==> src/hw/rtl/pre_pkg.sv <==
// shared types and constants of the partition refinement engine
// no dependencies; used by the split unit, the core, the checker and the bench
package pre_pkg;

  // default universe size
  localparam int MAX_ELEMENTS_DEF = 256;

  // fixed field widths
  localparam int IDX_W   = 16;
  localparam int COUNT_W = 9;

  // item modes carried on tuser
  localparam logic [1:0] MODE_ADD     = 2'd0;
  localparam logic [1:0] MODE_QUERY   = 2'd1;
  localparam logic [1:0] MODE_RESTART = 2'd2;

  // configuration register indexes
  localparam logic CFG_INDEX_BASE    = 1'b0;
  localparam logic CFG_ELEMENT_COUNT = 1'b1;

  // per-entry decision of the split unit
  typedef struct packed {
    logic split;      // entry moves to the other half of its block
    logic other_we;   // update the per-leader record
    logic leader_we;  // rewrite the entry's leader
  } split_ctl_t;

endpackage

==> src/hw/rtl/pre_split_unit.sv <==
// per-entry refinement decision: compares membership with the block leader's
// and picks the leader of the half that lacks the old leader; uses pre_pkg
module pre_split_unit #(
  parameter int LW = 8
) (
  input  logic                in_range,   // entry lies inside the live universe
  input  logic [LW-1:0]       idx,        // entry being walked
  input  logic [LW-1:0]       old_ldr,    // its current leader
  input  logic                mbit,       // entry membership
  input  logic [LW+1:0]       rec_rd,     // leader record {mbit, valid, new leader}
  output pre_pkg::split_ctl_t ctl,
  output logic [LW+1:0]       rec_wd,
  output logic [LW-1:0]       leader_wd
);

  logic          is_ldr;
  logic          rec_mbit;
  logic          rec_vld;
  logic [LW-1:0] rec_idx;

  assign is_ldr   = (old_ldr == idx);
  assign rec_mbit = rec_rd[LW+1];
  assign rec_vld  = rec_rd[LW];
  assign rec_idx  = rec_rd[LW-1:0];

  // a leader opens a fresh record; any other entry compares against it
  always_comb begin
    ctl.split     = in_range && !is_ldr && (mbit != rec_mbit);
    ctl.other_we  = in_range && (is_ldr || (ctl.split && !rec_vld));
    ctl.leader_we = ctl.split;
    if (is_ldr) begin
      rec_wd = {mbit, 1'b0, {LW{1'b0}}};
    end else begin
      rec_wd = {rec_mbit, 1'b1, idx};
    end
    leader_wd = rec_vld ? rec_idx : idx;
  end

endmodule

==> config.mk <==
export PLATFORM = sky130hd
export DESIGN_NAME = pre_split_unit
export DESIGN_NICKNAME = d
export VERILOG_FILES = /design/src/hw/rtl/pre_pkg.sv /design/src/hw/rtl/pre_split_unit.sv
export SDC_FILE = /design/constraint.sdc
export NUM_CORES = 1
export LEC_CHECK = 0
export ABC_AREA = 1
export BUFFER_PORTS_ARGS = -buffer_cell sky130_fd_sc_hd__buf_2
export CORE_AREA = 2 2 39 41
export DETAILED_ROUTE_END_ITERATION = 10
export DIE_AREA = 0 0 41 43
export GPL_TIMING_DRIVEN = 0
export PLACE_DENSITY_LB_ADDON = 0.25
export SYNTH_ARGS = -nofsm -noshare
export SYNTH_HDL_FRONTEND = slang
export SYNTH_SLANG_ARGS = --single-unit
==> constraint.sdc <==
create_clock -name vclk -period 1.6
set_input_delay 0.48 -clock vclk [all_inputs]
set_output_delay 0.48 -clock vclk [all_outputs]
set_load 0.005 [all_outputs]
==> results.ini <==
[hold_path]
min_path_type=in -> out
hold_depth=4

[final_layout]
fin_nets=163
drive_gt1_frac=0.6541
fin_cells=149
final_common_cell=buf_2
final_cell_mix=36 x buf_2, 24 x nand2_1, 14 x buf_6
clkbuf_count=0
seq_cells=0
regArea_um2=0
diodes=0
area_delta_synth_final_pct=155.4

[sta]
tightest_slew_ps=145.2
max_freq_ghz=0.5390
relSlewSlack=0.9022
setup_slack_ps=-255.2
fin_tns_setup_ps=-2790
min_period_ps=1855
rsz0062_at_grt=true
setup_viol=13
hold_violations=0
slew_violations=0
timing.final.crit_share=1.159

[global_routing]
grt_pass1_wl_mm=1.842
grt_use_total=0.1401
grt_pass1_vias=521
grt_antenna_before_repair=0
overflow=0
grt_max_degree=11

[status]
failed_checks=setup timing
status=complete, but fails checks

[floorplanning]
die_w_um=41
io_pins=49
dieArea_mm2=0.001763
num_rows=14
fp.dieH_um=43
initial_core_util=0.2450
core_mm2=0.001384

[placed_design]
gp_congestion=0.6136
io_buffers=49
dp_hpwl_um=939.1
dp_cells=140

[worst_setup_path]
cp.buffers_inverters=5
required_ps=1120
crit_fanout=4
arrival_ps=1380
path_cells=buf_6 > inv_4 > nand2_1 > nand2_1 > nand2_2 > nor2_2 > nand2_2 > inv_4 > buf_12 > nor2_2 > buf_2
cp.depth=11
cp-end-kind=primary output
critPathSlowestCell=buf_12
cp-start-kind=input pin
crit_family=buffers and inverters
max_stage_delay_ps=120
path_class=in -> out

[yosys]
syn_nets=103
syn_avg_cell_area_um2=4.521
synth_cell_types=13
yosysSeqAreaShare=0
syn-cell-area_um2=339.1
yosysWarnings=0
netlist_instances=75

[detailed_routing]
via_count=632
totalWireLength_mm=1.346
antenna_left=0
vias_per_cell=4.242
first_pass_iters=3
drt_iter0_markers=2
wl_per_cell_um=9.034
drc=0

[power]
power_density_mw_per_mm2=248.4
p_total_mw=0.2150
power_leakage_nw=0.5047
ir_drop_mv=0.1070

[clock_network]
hold_buffers=0

[run]
cap_violations=0

==> through the flow <==
step | worst slack (ps) | hold slack (ps) | cell area (um^2) | util
floorplan | -8.498 | 1040 | 362.8 | -
global placement | -297.3 | 1224 | 628.1 | 0.4539
detailed placement | -314.6 | 1227 | 628.1 | 0.4539
CTS | -251.0 | 1227 | 759.5 | 0.5488
global route | -333.2 | 1257 | 865.8 | 0.6257
finish | -255.2 | 1234 | 865.8 | 0.6257
==> per-layer routing <==
layer,GRT usage,up-vias,wire length [um]
li1,-,337,-
met1,0.1497,266,505
met2,0.2875,29,722
met3,0.005236,0,118
met4,0,0,0
met5,0,-,0
==> worst paths after layout <==
path | to | startpoint | slack [ps]
worst min-delay path | leader_wd[6] | rec_rd[6] | 1230
worst max-delay path | rec_wd[1] | idx[5] | -260
==> power breakdown <==
part | switching [mW] | leakage (nW) | internal [mW]
registers | 0 | 0 | 0
logic | 0.0888 | 0.505 | 0.126
clock network | 0 | 0 | 0
total | 0.0888 | 0.505 | 0.126
==> timing repair <==
item,4_1_cts,5_1_grt
setup endpoints to repair,21,20
buffers inserted,9,1
gates cloned,0,1
pin swaps,11,14
gates resized for setup,12,29
==> cell usage after synthesis <==
cell type | instances | area share
buf_2 | 1 | 0.015
or2_0 | 1 | 0.018
nor2_2 | 3 | 0.055
nor2_1 | 11 | 0.12
o21ai_0 | 8 | 0.12
inv_2 | 3 | 0.033
inv_1 | 11 | 0.12
nand2_2 | 1 | 0.018
buf_4 | 1 | 0.022
xnor2_1 | 5 | 0.13
inv_4 | 1 | 0.018
nand2_1 | 27 | 0.30
nand3_1 | 2 | 0.030
==> cell type report <==
type / instances / area (um^2)
plain buffers: 2 / 22.52
fillers: 137 / 518.0
inverters: 15 / 63.81
multi-input cells: 58 / 344.1
well taps: 16 / 20.02
repair buffers: 58 / 415.4
==> cell families (layout without fill, tap and decap cells) <==
group	after synthesis	after routing	share of synthesized area
buffers and inverters	17	75	0.2103
AOI/OAI and AO/OA	8	8	0.1181
and+or+nand+nor	45	45	0.5425
xor gates and xnor gates	5	5	0.1291
(Power assumes the default switching activity.)
